[src/hdl/ctr_pkg.sv]
// ----------------------------------------------------------------------------
// ctr_pkg
// Shared types, constants and helpers of the chunk time remapper.
// ----------------------------------------------------------------------------
package ctr_pkg;

  localparam int MaxSegments = 64;
  localparam int AddrW       = (MaxSegments > 1) ? $clog2(MaxSegments) : 1;
  localparam int CntW        = $clog2(MaxSegments + 1);
  localparam int TimeW       = 32;
  localparam int LenW        = 10;
  localparam int KindW       = 2;
  localparam int LimW        = 14;
  localparam int ProdW       = LenW + 9;

  localparam logic [KindW-1:0] KindClear  = 2'd0;
  localparam logic [KindW-1:0] KindAppend = 2'd1;
  localparam logic [KindW-1:0] KindMap    = 2'd2;

  localparam logic [TimeW-1:0] MinSpanMs    = 32'd300;
  localparam logic [LimW-1:0]  SpanFloorMs  = 14'd4000;
  localparam logic [ProdW-1:0] SpanPerChar  = 19'd350;
  localparam logic [LimW-1:0]  SpanCeilMs   = 14'd10000;

  typedef struct packed {
    logic [TimeW-1:0] cb;
    logic [TimeW-1:0] cf;
    logic [TimeW-1:0] sb;
    logic [TimeW-1:0] sf;
  } ctr_entry_t;

  // controller -> datapath
  typedef struct packed {
    logic             clear;
    logic             append;
    logic             capture;
    logic             rd_en;
    logic [AddrW-1:0] rd_addr;
    logic             load_prev;
    logic             eval;
    logic             has_next;
    logic             phase;     // 0: start time, 1: end time
    logic [AddrW-1:0] cur_idx;
    logic             fin1;
    logic             fin2;
    logic             out_load;
  } ctr_cmd_t;

  // datapath -> controller
  typedef struct packed {
    logic [CntW-1:0] cnt;
    logic            hit;
  } ctr_stat_t;

  // bound(4000, 350 * max(1, len), 10000)
  function automatic logic [LimW-1:0] span_limit(input logic [LenW-1:0] len);
    logic [LenW-1:0]  l1;
    logic [ProdW-1:0] prod;
    l1   = (len == '0) ? LenW'(1) : len;
    prod = ProdW'(l1) * SpanPerChar;
    if (prod < ProdW'(SpanFloorMs)) begin
      return SpanFloorMs;
    end else if (prod > ProdW'(SpanCeilMs)) begin
      return SpanCeilMs;
    end
    return prod[LimW-1:0];
  endfunction

endpackage

[src/hdl/ctr_ctrl.sv]
// ----------------------------------------------------------------------------
// ctr_ctrl
// Sequencer: takes requests, steps the table walk for start and end times,
// runs the finishing stages and owns the result valid.
// ----------------------------------------------------------------------------
module ctr_ctrl
  import ctr_pkg::*;
(
  input  logic             clk_i,
  input  logic             rst_ni,
  input  logic             in_valid_i,
  input  logic [KindW-1:0] kind_i,
  output logic             in_ready_o,
  output logic             out_valid_o,
  input  logic             out_ready_i,
  output ctr_cmd_t         cmd_o,
  input  ctr_stat_t        stat_i
);

  typedef enum logic [7:0] {
    S_IDLE  = 8'b0000_0001,
    S_RD0   = 8'b0000_0010,
    S_FIRST = 8'b0000_0100,
    S_WALK  = 8'b0000_1000,
    S_LAST  = 8'b0001_0000,
    S_FIN1  = 8'b0010_0000,
    S_FIN2  = 8'b0100_0000,
    S_FIN3  = 8'b1000_0000
  } state_e;

  state_e           state_q, state_d;
  logic [CntW-1:0]  idx_q, idx_d;       // next read address
  logic [AddrW-1:0] cur_q, cur_d;       // entry held in the walk register
  logic             phase_q, phase_d;
  logic             out_valid_q, out_valid_d;
  logic             accept;
  logic             more;

  assign in_ready_o = state_q == S_IDLE;
  assign accept     = in_valid_i && in_ready_o;
  assign more       = idx_q < stat_i.cnt;

  always_comb begin
    state_d = state_q;
    idx_d   = idx_q;
    cur_d   = cur_q;
    phase_d = phase_q;
    cmd_o   = '0;
    cmd_o.phase   = phase_q;
    cmd_o.cur_idx = cur_q;
    cmd_o.rd_addr = idx_q[AddrW-1:0];

    unique case (state_q)
      S_IDLE: begin
        if (accept) begin
          unique case (kind_i)
            KindClear:  cmd_o.clear  = 1'b1;
            KindAppend: cmd_o.append = 1'b1;
            KindMap: begin
              cmd_o.capture = 1'b1;
              phase_d       = 1'b0;
              state_d       = (stat_i.cnt != '0) ? S_RD0 : S_FIN1;
            end
            default: ;
          endcase
        end
      end
      S_RD0: begin
        cmd_o.rd_en   = 1'b1;
        cmd_o.rd_addr = '0;
        idx_d         = CntW'(1);
        state_d       = S_FIRST;
      end
      S_FIRST: begin
        cmd_o.load_prev = 1'b1;
        cur_d           = '0;
        if (more) begin
          cmd_o.rd_en = 1'b1;
          idx_d       = idx_q + CntW'(1);
          state_d     = S_WALK;
        end else begin
          state_d = S_LAST;
        end
      end
      S_WALK: begin
        cmd_o.eval     = 1'b1;
        cmd_o.has_next = 1'b1;
        if (stat_i.hit) begin
          phase_d = 1'b1;
          state_d = phase_q ? S_FIN1 : S_RD0;
        end else begin
          cmd_o.load_prev = 1'b1;
          cur_d           = cur_q + AddrW'(1);
          if (more) begin
            cmd_o.rd_en = 1'b1;
            idx_d       = idx_q + CntW'(1);
          end else begin
            state_d = S_LAST;
          end
        end
      end
      S_LAST: begin
        cmd_o.eval = 1'b1;
        phase_d    = 1'b1;
        state_d    = phase_q ? S_FIN1 : S_RD0;
      end
      S_FIN1: begin
        cmd_o.fin1 = 1'b1;
        state_d    = S_FIN2;
      end
      S_FIN2: begin
        cmd_o.fin2 = 1'b1;
        state_d    = S_FIN3;
      end
      S_FIN3: begin
        if (!out_valid_q || out_ready_i) begin
          cmd_o.out_load = 1'b1;
          state_d        = S_IDLE;
        end
      end
      default: state_d = S_IDLE;
    endcase
  end

  always_comb begin
    out_valid_d = out_valid_q;
    if (cmd_o.out_load) begin
      out_valid_d = 1'b1;
    end else if (out_ready_i) begin
      out_valid_d = 1'b0;
    end
  end

  always_ff @(posedge clk_i or negedge rst_ni) begin
    if (!rst_ni) begin
      state_q     <= S_IDLE;
      idx_q       <= '0;
      cur_q       <= '0;
      phase_q     <= 1'b0;
      out_valid_q <= 1'b0;
    end else begin
      state_q     <= state_d;
      idx_q       <= idx_d;
      cur_q       <= cur_d;
      phase_q     <= phase_d;
      out_valid_q <= out_valid_d;
    end
  end

  assign out_valid_o = out_valid_q;

  a_rd_in_table: assert property (@(posedge clk_i) disable iff (!rst_ni)
    cmd_o.rd_en |-> (CntW'(cmd_o.rd_addr) < stat_i.cnt))
    else $error("table read beyond filled entries");

  a_walk_has_next: assert property (@(posedge clk_i) disable iff (!rst_ni)
    (state_q == S_WALK) |-> ((CntW'(cur_q) + CntW'(1)) < stat_i.cnt))
    else $error("walk step without a following entry");

  a_last_decides: assert property (@(posedge clk_i) disable iff (!rst_ni)
    (state_q == S_LAST) |-> stat_i.hit)
    else $error("last entry did not resolve the time");

  a_empty_skips_walk: assert property (@(posedge clk_i) disable iff (!rst_ni)
    (accept && (kind_i == KindMap) && (stat_i.cnt == '0)) |=> (state_q == S_FIN1))
    else $error("map on empty table entered the walk");

  a_result_from_fin3: assert property (@(posedge clk_i) disable iff (!rst_ni)
    $rose(out_valid_q) |-> $past(state_q == S_FIN3))
    else $error("result valid raised outside final stage");

endmodule

[config.mk]
export PLATFORM = sky130hd
export DESIGN_NAME = ctr_ctrl
export DESIGN_NICKNAME = d
export VERILOG_FILES = /design/src/hdl/ctr_pkg.sv /design/src/hdl/ctr_ctrl.sv
export SDC_FILE = /design/constraint.sdc
export NUM_CORES = 1
export LEC_CHECK = 0
export BUFFER_PORTS_ARGS = -buffer_cell sky130_fd_sc_hd__buf_2
export CORE_ASPECT_RATIO = 1.2
export CORE_MARGIN = 4
export CORE_UTILIZATION = 53
export CTS_CLUSTER_SIZE = 14
export DETAILED_ROUTE_END_ITERATION = 16
export PLACE_DENSITY = 0.83
export SYNTH_ARGS = -nofsm -noshare
export SYNTH_HDL_FRONTEND = slang
export SYNTH_SLANG_ARGS = --single-unit
[constraint.sdc]
create_clock -name clk_i -period 2.27 [get_ports clk_i]
set_input_delay 0.454 -clock clk_i [delete_from_list [all_inputs] [get_ports clk_i]]
set_output_delay 0.454 -clock clk_i [all_outputs]
set_load 0.03 [all_outputs]
# Word level (Yosys, flattened, before mapping)
# Index checks and enable logic that the tools add are counted.
[classes] n_addsub=2 magnitude_cmp=1 eq_ne=16 n_mux=37 n_reduce_logical=14
[op_table] op="one-hot mux 8 bit (8 select lines)" count=1
[op_table] op="2-to-1 mux 8 bit" count=5
[op_table] op="2-to-1 mux 6 bit" count=4
[op_table] op="one-hot mux 7 bit (3 select lines)" count=1
[op_table] op="2-to-1 mux 1 bit" count=17
[op_table] op="2-to-1 mux 7 bit" count=2
[op_table] op="one-hot mux 6 bit (2 select lines)" count=1
[op_table] op="equality test 8 x 1 -> 1 bit, second input constant" count=1
[op_table] op="equality test 8 x 2 -> 1 bit, second input constant" count=1
[op_table] op="equality test 8 x 3 -> 1 bit, second input constant" count=1
[op_table] op="equality test 8 x 4 -> 1 bit, second input constant" count=1
[op_table] op="equality test 8 x 5 -> 1 bit, second input constant" count=1
[op_table] op="equality test 8 x 6 -> 1 bit, second input constant" count=1
[op_table] op="equality test 8 x 7 -> 1 bit, second input constant" count=1
[op_table] op="equality test 8 bit, second input constant" count=1
[op_table] op="AND reduction 4 bit" count=2
[op_table] op="adder 7 x 1 -> 7 bit, second input constant" count=1
[op_table] op="less-than comparator 7 bit" count=1
[op_table] op="nonzero test 7 bit" count=1
[op_table] op="adder 6 x 1 -> 6 bit, second input constant" count=1
[op_table] op="2-to-1 mux 3 bit" count=2
[op_table] op="inequality test 2 bit, second input constant" count=3
[op_table] op="one-hot mux 1 bit (3 select lines)" count=2
[op_table] op="nonzero test 3 bit" count=2
[op_table] op="13 further kinds" count=16
[word_totals] ff_bits=23 out_inout_bits=25 elab_cells=75

# Longest topological paths before layout
# Gate-level depths: netlist (run 1).
[depth] ltp_word=5 mapped_depth=8 depth_no_buf=7

# Least setup slack after synthesis (run 1)
# OpenSTA, ideal clock, no wires.
[synth_path] kind="register to output" start="register state_q[1]" end="output cmd_o[22] (netlist name)" arrival_ns=2.211 path_slack_ns=-0.395 stages_incl_launch_ff=4 cell_sequence="dfrtp_1 > nor4_4 > nand4b_1 > nor4b_1"
[synth_lines] element="start: declaration" line_no="ctr_ctrl.sv:31" text="state_e state_q, state_d;"
[synth_lines] element="start signal: assignment" line_no="ctr_ctrl.sv:142" text="state_q <= state_d;"
[synth_lines] element="end: declaration" line_no="ctr_ctrl.sv:16" text="output ctr_cmd_t cmd_o,"

==> impl_metrics.env, run 1 <==
export IMPL_cts_buffer_depth=2
export IMPL_drt_wirelength_per_cell_um=15.27
export IMPL_place_ws_ns=0.03073
export IMPL_area_sequential_um2=583.1
export IMPL_drive_above_1_share_pct=44.73
export IMPL_postSynthCellCount=174
export IMPL_netlist_area_um2=1614
export IMPL_core_area_um2=2864
export IMPL_final_cell_count_no_fill=271
export IMPL_antenna_violations_before_repair=0
export IMPL_power_leakage_nw=1.094
export IMPL_multiInputGateArea_um2=1018
export IMPL_report_final_hold_viol_count=0
export IMPL_slew_limit_headroom_pct=66.05
export IMPL_critPathCaptureType="output pin"
export IMPL_drt_iter0_markers=54
export IMPL_yosys_register_bits=23
export IMPL_unrepaired_setup_endpoints_after_global_routing="yes"
export IMPL_drt_total_wl_um=4138
export IMPL_crit_fanout=4
export IMPL_antenna_violating_nets_left=0
export IMPL_dr_total_vias=1510
export IMPL_transition_time_at_the_pin_with_the_least_slew_margin_ns=0.5092
export IMPL_final_max_slew_violation_count=0
export IMPL_synthesis_yosys_warnings=0
export IMPL_final_period_utilization_pct=101.6
export IMPL_ioPinCount=39
export IMPL_worst_ir_drop_vdd_v=0.0006026
export IMPL_final_period_minus_worst_setup_slack_ns=2.307
export IMPL_postSynthAreaPerCell_um2=9.276
export IMPL_postSynth_topFlopCell="sky130_fd_sc_hd__dfrtp_1"
export IMPL_floorplan_rows=21
export IMPL_cp_required_ns=1.82
export IMPL_count_of_flip_flops_with_a_built_in_enable_after_synthesis=0
export IMPL_h_tree_depth=1
export IMPL_finalSetupViolations=2
export IMPL_dp_cells=249
export IMPL_finish_net_count=260
export IMPL_postLayoutSetupSlackWorst_ns=-0.03721
export IMPL_area_growth_from_synthesis_to_layout_pct=36.12
export IMPL_status="finished with violations"
export IMPL_final_setup_skew_ns=0.004091
export IMPL_initial_core_util_pct=56.36
export IMPL_buffer_ports_inserted=38
export IMPL_finish_utilization_pct=76.71
export IMPL_regToRegStartpoint="state_q[6]$_DFFE_PN0P_"
export IMPL_critPathLaunchType="flip-flop"
export IMPL_cts_hold_buf=0
export IMPL_drv_cap=0
export IMPL_nFillCells=197
export IMPL_cts_tree="built"
export IMPL_timing_reg2reg_worst_path_depth=9
export IMPL_globalRouteTotalUtil_pct=21.03
export IMPL_cts_root_buffer="sky130_fd_sc_hd__clkbuf_4"
export IMPL_failed_checks="negative setup slack"
export IMPL_firstDrtPassIters=4
export IMPL_synth_async_reset_ratio_pct=100.0
export IMPL_worst_hold_path_type="input pin to asynchronous set/reset pin"
export IMPL_number_of_clock_sinks=23
export IMPL_ys_types=48
export IMPL_globalRoute_totalOverflow=0
export IMPL_powerDensity_nw_per_um2=752.4
export IMPL_clkLatencyLatePin_ns=0.31
export IMPL_dieArea_um2=3996
export IMPL_timing_critical_path_arrival_ns=1.85
export IMPL_num_antenna_cells=0
export IMPL_grt_first_pass_wirelength_um=6396
export IMPL_die_width_um=58.38
export IMPL_routabilityCongestion=0.8383
export IMPL_reg2reg_setup_slack_ns=0.16
export IMPL_synth_fp_nets=196
export IMPL_post_layout_total_power_mw=1.653
export IMPL_critical_path_class="flip-flop to output pin"
export IMPL_seq_area_frac_synth_pct=35.74
export IMPL_worst_setup_hold_path_clk_slew_ns=0.13
export IMPL_cts_buffers=3
export IMPL_hpwlAfterDp_um=2744
export IMPL_remaining_drc_errors=0
export IMPL_via_per_inst=5.572
export IMPL_crit_reg2reg_capture="state_q[1]$_DFFE_PN0P_"
export IMPL_maximum_number_of_pins_on_one_net_before_global_route_repair=24
export IMPL_fp_dieH_um=68.45
export IMPL_fmaxAchievable_mhz=433.4
export IMPL_first_global_vias=1376
## power by group
part	total (mW)	internal, mW	switching (mW)
combinational	0.915	0.439	0.476
sequential	0.548	0.473	0.0750
clock	0.190	0.0658	0.124
total	1.65	0.978	0.676
## routing by layer
layer | track usage, % | vias to the layer above | part of all wire, %
met2 | 36.59 | 46 | 53
met4 | 7.826 | 0 | 0.39
met5 | 0 | - | 0
met3 | 4.340 | 2 | 5.6
li1 | - | 749 | -
met1 | 25.41 | 713 | 41
## cell usage after synthesis, types with 2 or more instances
cell	number	area (um^2)
sky130_fd_sc_hd__nor4_1	3	18.77
sky130_fd_sc_hd__nand4b_1	3	26.28
sky130_fd_sc_hd__ha_1	8	100.1
sky130_fd_sc_hd__nand4_1	3	18.77
sky130_fd_sc_hd__o31ai_1	2	15.01
sky130_fd_sc_hd__nor3b_1	4	30.03
sky130_fd_sc_hd__a21oi_1	5	25.02
sky130_fd_sc_hd__nor4b_1	2	17.52
sky130_fd_sc_hd__nor4_4	2	42.54
sky130_fd_sc_hd__and4_1	2	17.52
sky130_fd_sc_hd__o21ai_0	13	65.06
sky130_fd_sc_hd__dfrtp_1	22	550.5
sky130_fd_sc_hd__nand2b_1	3	18.77
sky130_fd_sc_hd__nor3_1	2	10.01
sky130_fd_sc_hd__a21o_1	2	15.01
sky130_fd_sc_hd__a211o_1	3	26.28
sky130_fd_sc_hd__and2b_2	6	52.55
sky130_fd_sc_hd__nor2_1	16	60.06
sky130_fd_sc_hd__nand2_1	14	52.55
sky130_fd_sc_hd__o21a_1	2	15.01
sky130_fd_sc_hd__nor2b_1	5	31.28
sky130_fd_sc_hd__nand3_1	4	20.02
sky130_fd_sc_hd__xnor2_1	5	43.79
sky130_fd_sc_hd__inv_1	15	56.30
sky130_fd_sc_hd__buf_4	5	37.54
## worst max path at each step
stage | start | to | slack (ns) | depth (start not counted)
after floorplan | state_q[1]$_DFFE_PN0P_ | cmd_o[21] | -0.01 | 4
after CTS | state_q[1]$_DFFE_PN0P_ | cmd_o[22] | -0.04 | 4
after detailed placement | stat_i[3] | cmd_o[19] | 0.03 | 9
after global placement | stat_i[3] | cmd_o[19] | 0.05 | 9
final | state_q[6]$_DFFE_PN0P_ | cmd_o[11] | -0.04 | 6
after global routing | state_q[6]$_DFFE_PN0P_ | cmd_o[19] | -0.11 | 8
## cells in the final DEF, fill, tap and decap left out, drive strengths merged, types with 4 or more instances in the layout
cell,Yosys,layout
dfrtp,22,22
a21oi,5,5
nor3b,5,5
nor4,5,5
xnor2,5,5
nand3,4,4
nor2,16,16
nor2b,6,6
nand2,14,14
buf,7,65
o21ai,13,13
inv,16,16
and2b,6,6
ha,8,8
## state kept, by name (all words and copies together) (netlist names)
| register | count |
|---|---|
| idx_q | 7 |
| state_q | 8 |
| cur_q | 6 |
| out_valid_o | 1 |
| phase_q | 1 |
## timing repair
action | in CTS | in global routing
setup buffers | 7 | 10
pin swaps | 7 | 7
resized for setup | 30 | 24
gates cloned | 1 | 0
endpoints found under the setup margin | 14 | 17
## stage by stage
stage	hold slack [ns]	setup TNS, ns	area [um^2]
6_report	0.09276	-0.05986	2197
5_1_grt	0.1046	-1.103	2197
3_3_place_gp	0.4562	0	1874
2_1_floorplan	0.1584	-0.01395	1620
4_1_cts	0.1017	-0.07825	2057
3_5_place_dp	0.4577	0	1874
## area by class of cell
type,count,share of cell area [%]
Clock buffer,3,1.025
Inverter,16,2.733
Tap cell,34,1.936
Sequential cell,23,26.54
Timing Repair Buffer,65,21.18
Multi-Input combinational cell,129,46.36
Clock inverter,1,0.2278
## logic make-up after synthesis
logic type	share of synthesized area, %
fa+ha+maj	6.202
compound gates	16.98
simple gates	29.23
xor+xnor	3.256
flops	35.74
mux	1.550
buf+inv	7.054
## worst max-delay path, cell delays in order (launching register included)
cell and delay [ns]:
sky130_fd_sc_hd__dfrtp_2 0.45, sky130_fd_sc_hd__nor4_4 0.33, sky130_fd_sc_hd__buf_4 0.19, sky130_fd_sc_hd__buf_6 0.11
sky130_fd_sc_hd__and4_4 0.23, sky130_fd_sc_hd__a31o_4 0.10, sky130_fd_sc_hd__buf_6 0.12
Power figures use the tool's default switching activity.
==> run 2, diff against run 1 <==
--- a/config.mk
+++ b/config.mk
@@ -11,7 +11,9 @@
 export CORE_UTILIZATION = 53
 export CTS_CLUSTER_SIZE = 14
 export DETAILED_ROUTE_END_ITERATION = 16
+export GPL_TIMING_DRIVEN = 1
 export PLACE_DENSITY = 0.83
+export SKIP_LAST_GASP = 1
 export SYNTH_ARGS = -nofsm -noshare
 export SYNTH_HDL_FRONTEND = slang
 export SYNTH_SLANG_ARGS = --single-unit
==> impl_metrics.env, run 2 (synthesis results as in run 1) <==
export IMPL_status="finished with violations"
export IMPL_failed_checks="negative setup slack"
export IMPL_cp_required_ns=1.82
export IMPL_cts_root_buffer="sky130_fd_sc_hd__clkbuf_4"
export IMPL_worst_ir_drop_vdd_v=0.0006099
export IMPL_ioPinCount=39
export IMPL_drt_wirelength_per_cell_um=15.76
export IMPL_finalSetupViolations=10
export IMPL_report_final_hold_viol_count=0
export IMPL_floorplan_rows=21
export IMPL_drive_above_1_share_pct=44.54
export IMPL_fmaxAchievable_mhz=434.2
export IMPL_final_common_cell="sky130_fd_sc_hd__buf_4"
export IMPL_clkLatencyLatePin_ns=0.31
export IMPL_slew_limit_headroom_pct=65.81
export IMPL_area_sequential_um2=583.1
export IMPL_h_tree_depth=1
export IMPL_nFillCells=191
export IMPL_drt_iter0_markers=56
export IMPL_critPathCaptureType="output pin"
export IMPL_crit_fanout=3
export IMPL_firstDrtPassIters=4
export IMPL_top_register="state_q"
export IMPL_routabilityCongestion=0.8383
export IMPL_worst_hold_path_type="input pin to asynchronous set/reset pin"
export IMPL_fin_hold_ws_ns=0.09011
export IMPL_via_per_inst=5.746
export IMPL_dr_total_vias=1563
export IMPL_num_antenna_cells=0
export IMPL_power_leakage_nw=1.101
export IMPL_antenna_violations_before_repair=0
export IMPL_grt_first_pass_wirelength_um=6285
export IMPL_antenna_violating_nets_left=0
export IMPL_mostFrequentLayoutCells="sky130_fd_sc_hd__buf_4 (29), sky130_fd_sc_hd__buf_2 (23), sky130_fd_sc_hd__dfrtp_1 (17)"
export IMPL_cts_buffer_depth=2
export IMPL_unrepaired_setup_endpoints_after_global_routing="yes"
export IMPL_buffer_ports_inserted=38
export IMPL_globalRoute_totalOverflow=0
export IMPL_multiInputGateArea_um2=1006
export IMPL_drt_total_wl_um=4286
export IMPL_powerDensity_nw_per_um2=751.9
export IMPL_regToRegStartpoint="state_q[6]$_DFFE_PN0P_"
export IMPL_drv_cap=0
export IMPL_cts_tree="built"
export IMPL_timing_critical_path_arrival_ns=1.85
export IMPL_reg_largest_list="state_q x8, idx_q x7, cur_q x6"
export IMPL_crit_reg2reg_capture="state_q[1]$_DFFE_PN0P_"
export IMPL_remaining_drc_errors=0
export IMPL_first_global_vias=1344
export IMPL_globalRouteTotalUtil_pct=20.75
export IMPL_final_period_minus_worst_setup_slack_ns=2.303
export IMPL_critical_path_class="flip-flop to output pin"
export IMPL_cts_hold_buf=0
export IMPL_finish_net_count=261
export IMPL_number_of_clock_sinks=23
export IMPL_timing_reg2reg_worst_path_depth=9
export IMPL_die_width_um=58.38
export IMPL_core_area_um2=2864
export IMPL_place_ws_ns=0.03073
export IMPL_postLayoutSetupSlackWorst_ns=-0.03329
export IMPL_final_max_slew_violation_count=0
export IMPL_initial_core_util_pct=56.36
export IMPL_reg2reg_setup_slack_ns=0.19
export IMPL_hpwlAfterDp_um=2744
export IMPL_area_growth_from_synthesis_to_layout_pct=36.90
export IMPL_tns_ns=-0.2327
export IMPL_worst_setup_hold_path_clk_slew_ns=0.13
export IMPL_maximum_number_of_pins_on_one_net_before_global_route_repair=24
export IMPL_final_period_utilization_pct=101.5
export IMPL_max_reg_flops=8
export IMPL_cts_buffers=3
export IMPL_post_layout_total_power_mw=1.661
export IMPL_final_setup_skew_ns=0.008890
export IMPL_fp_dieH_um=68.45
export IMPL_transition_time_at_the_pin_with_the_least_slew_margin_ns=0.5128
export IMPL_dieArea_um2=3996
export IMPL_critPathLaunchType="flip-flop"
-- run 2: changes by cell type in the layout (fill, tap and decap cells not counted) --
cell	previous run	this run
sky130_fd_sc_hd__nor2_2	2	3
sky130_fd_sc_hd__nor2_4	1	0
sky130_fd_sc_hd__nand2_1	13	14
sky130_fd_sc_hd__buf_4	31	29
sky130_fd_sc_hd__nand2_4	1	0
sky130_fd_sc_hd__buf_6	10	14
sky130_fd_sc_hd__buf_2	24	23
-- run 2: how the worst max path moves through the flow --
stage	start	endpoint	slack (ns)	cells after the start
floorplan	state_q[1]$_DFFE_PN0P_	cmd_o[21]	-0.01	4
detailed placement	stat_i[3]	cmd_o[19]	0.03	9
global route	state_q[6]$_DFFE_PN0P_	cmd_o[22]	-0.17	4
global placement	stat_i[3]	cmd_o[19]	0.05	9
finish	state_q[6]$_DFFE_PN0P_	cmd_o[19]	-0.03	8
CTS	state_q[1]$_DFFE_PN0P_	cmd_o[22]	-0.04	4
-- run 2: metal layers --
metal	track usage (%)	vias to the layer above	routed length, um
met5	0	-	0
met4	8.696	0	63
met1	25.03	751	1763
li1	-	749	-
met2	35.61	55	2192
met3	4.340	8	266
-- run 2: metrics by stage --
step / utilization (%) / instance area, um^2 / instances
6_report: 77.15 / 2210 / 272
5_1_grt: 77.15 / 2210 / 272
4_1_cts: 71.34 / 2043 / 261
3_5_place_dp: 65.44 / 1874 / 249
3_3_place_gp: 65.44 / 1874 / 249
2_1_floorplan: - / 1620 / 174
-- run 2: final cells by class --
type	count	area share (%)
Clock buffer	3	1.019
Timing Repair Buffer	66	22.20
Clock inverter	1	0.2265
Tap cell	34	1.925
Multi-Input combinational cell	129	45.53
Sequential cell	23	26.39
Inverter	16	2.718
-- run 2: what timing repair did --
item,4_1_cts,5_1_grt
pin swaps,7,7
gates resized for setup,25,33
buffers inserted,7,11
endpoints found under the setup margin,14,17
cloned,1,0
-- run 2: worst max-delay path, cell delays in order, from the launching register on --
cell,delay (ns)
sky130_fd_sc_hd__dfrtp_2,0.45
sky130_fd_sc_hd__nor4_4,0.32
sky130_fd_sc_hd__buf_4,0.19
sky130_fd_sc_hd__o211ai_4,0.09
sky130_fd_sc_hd__inv_2,0.09
sky130_fd_sc_hd__o211ai_2,0.08
sky130_fd_sc_hd__nor2b_4,0.14
sky130_fd_sc_hd__inv_2,0.05
sky130_fd_sc_hd__buf_6,0.12
-- run 2: power by group --
group | switching [mW] | total [mW] | internal, mW
clock network | 0.126 | 0.192 | 0.0658
logic | 0.479 | 0.922 | 0.443
registers | 0.0744 | 0.548 | 0.473
total | 0.679 | 1.66 | 0.982
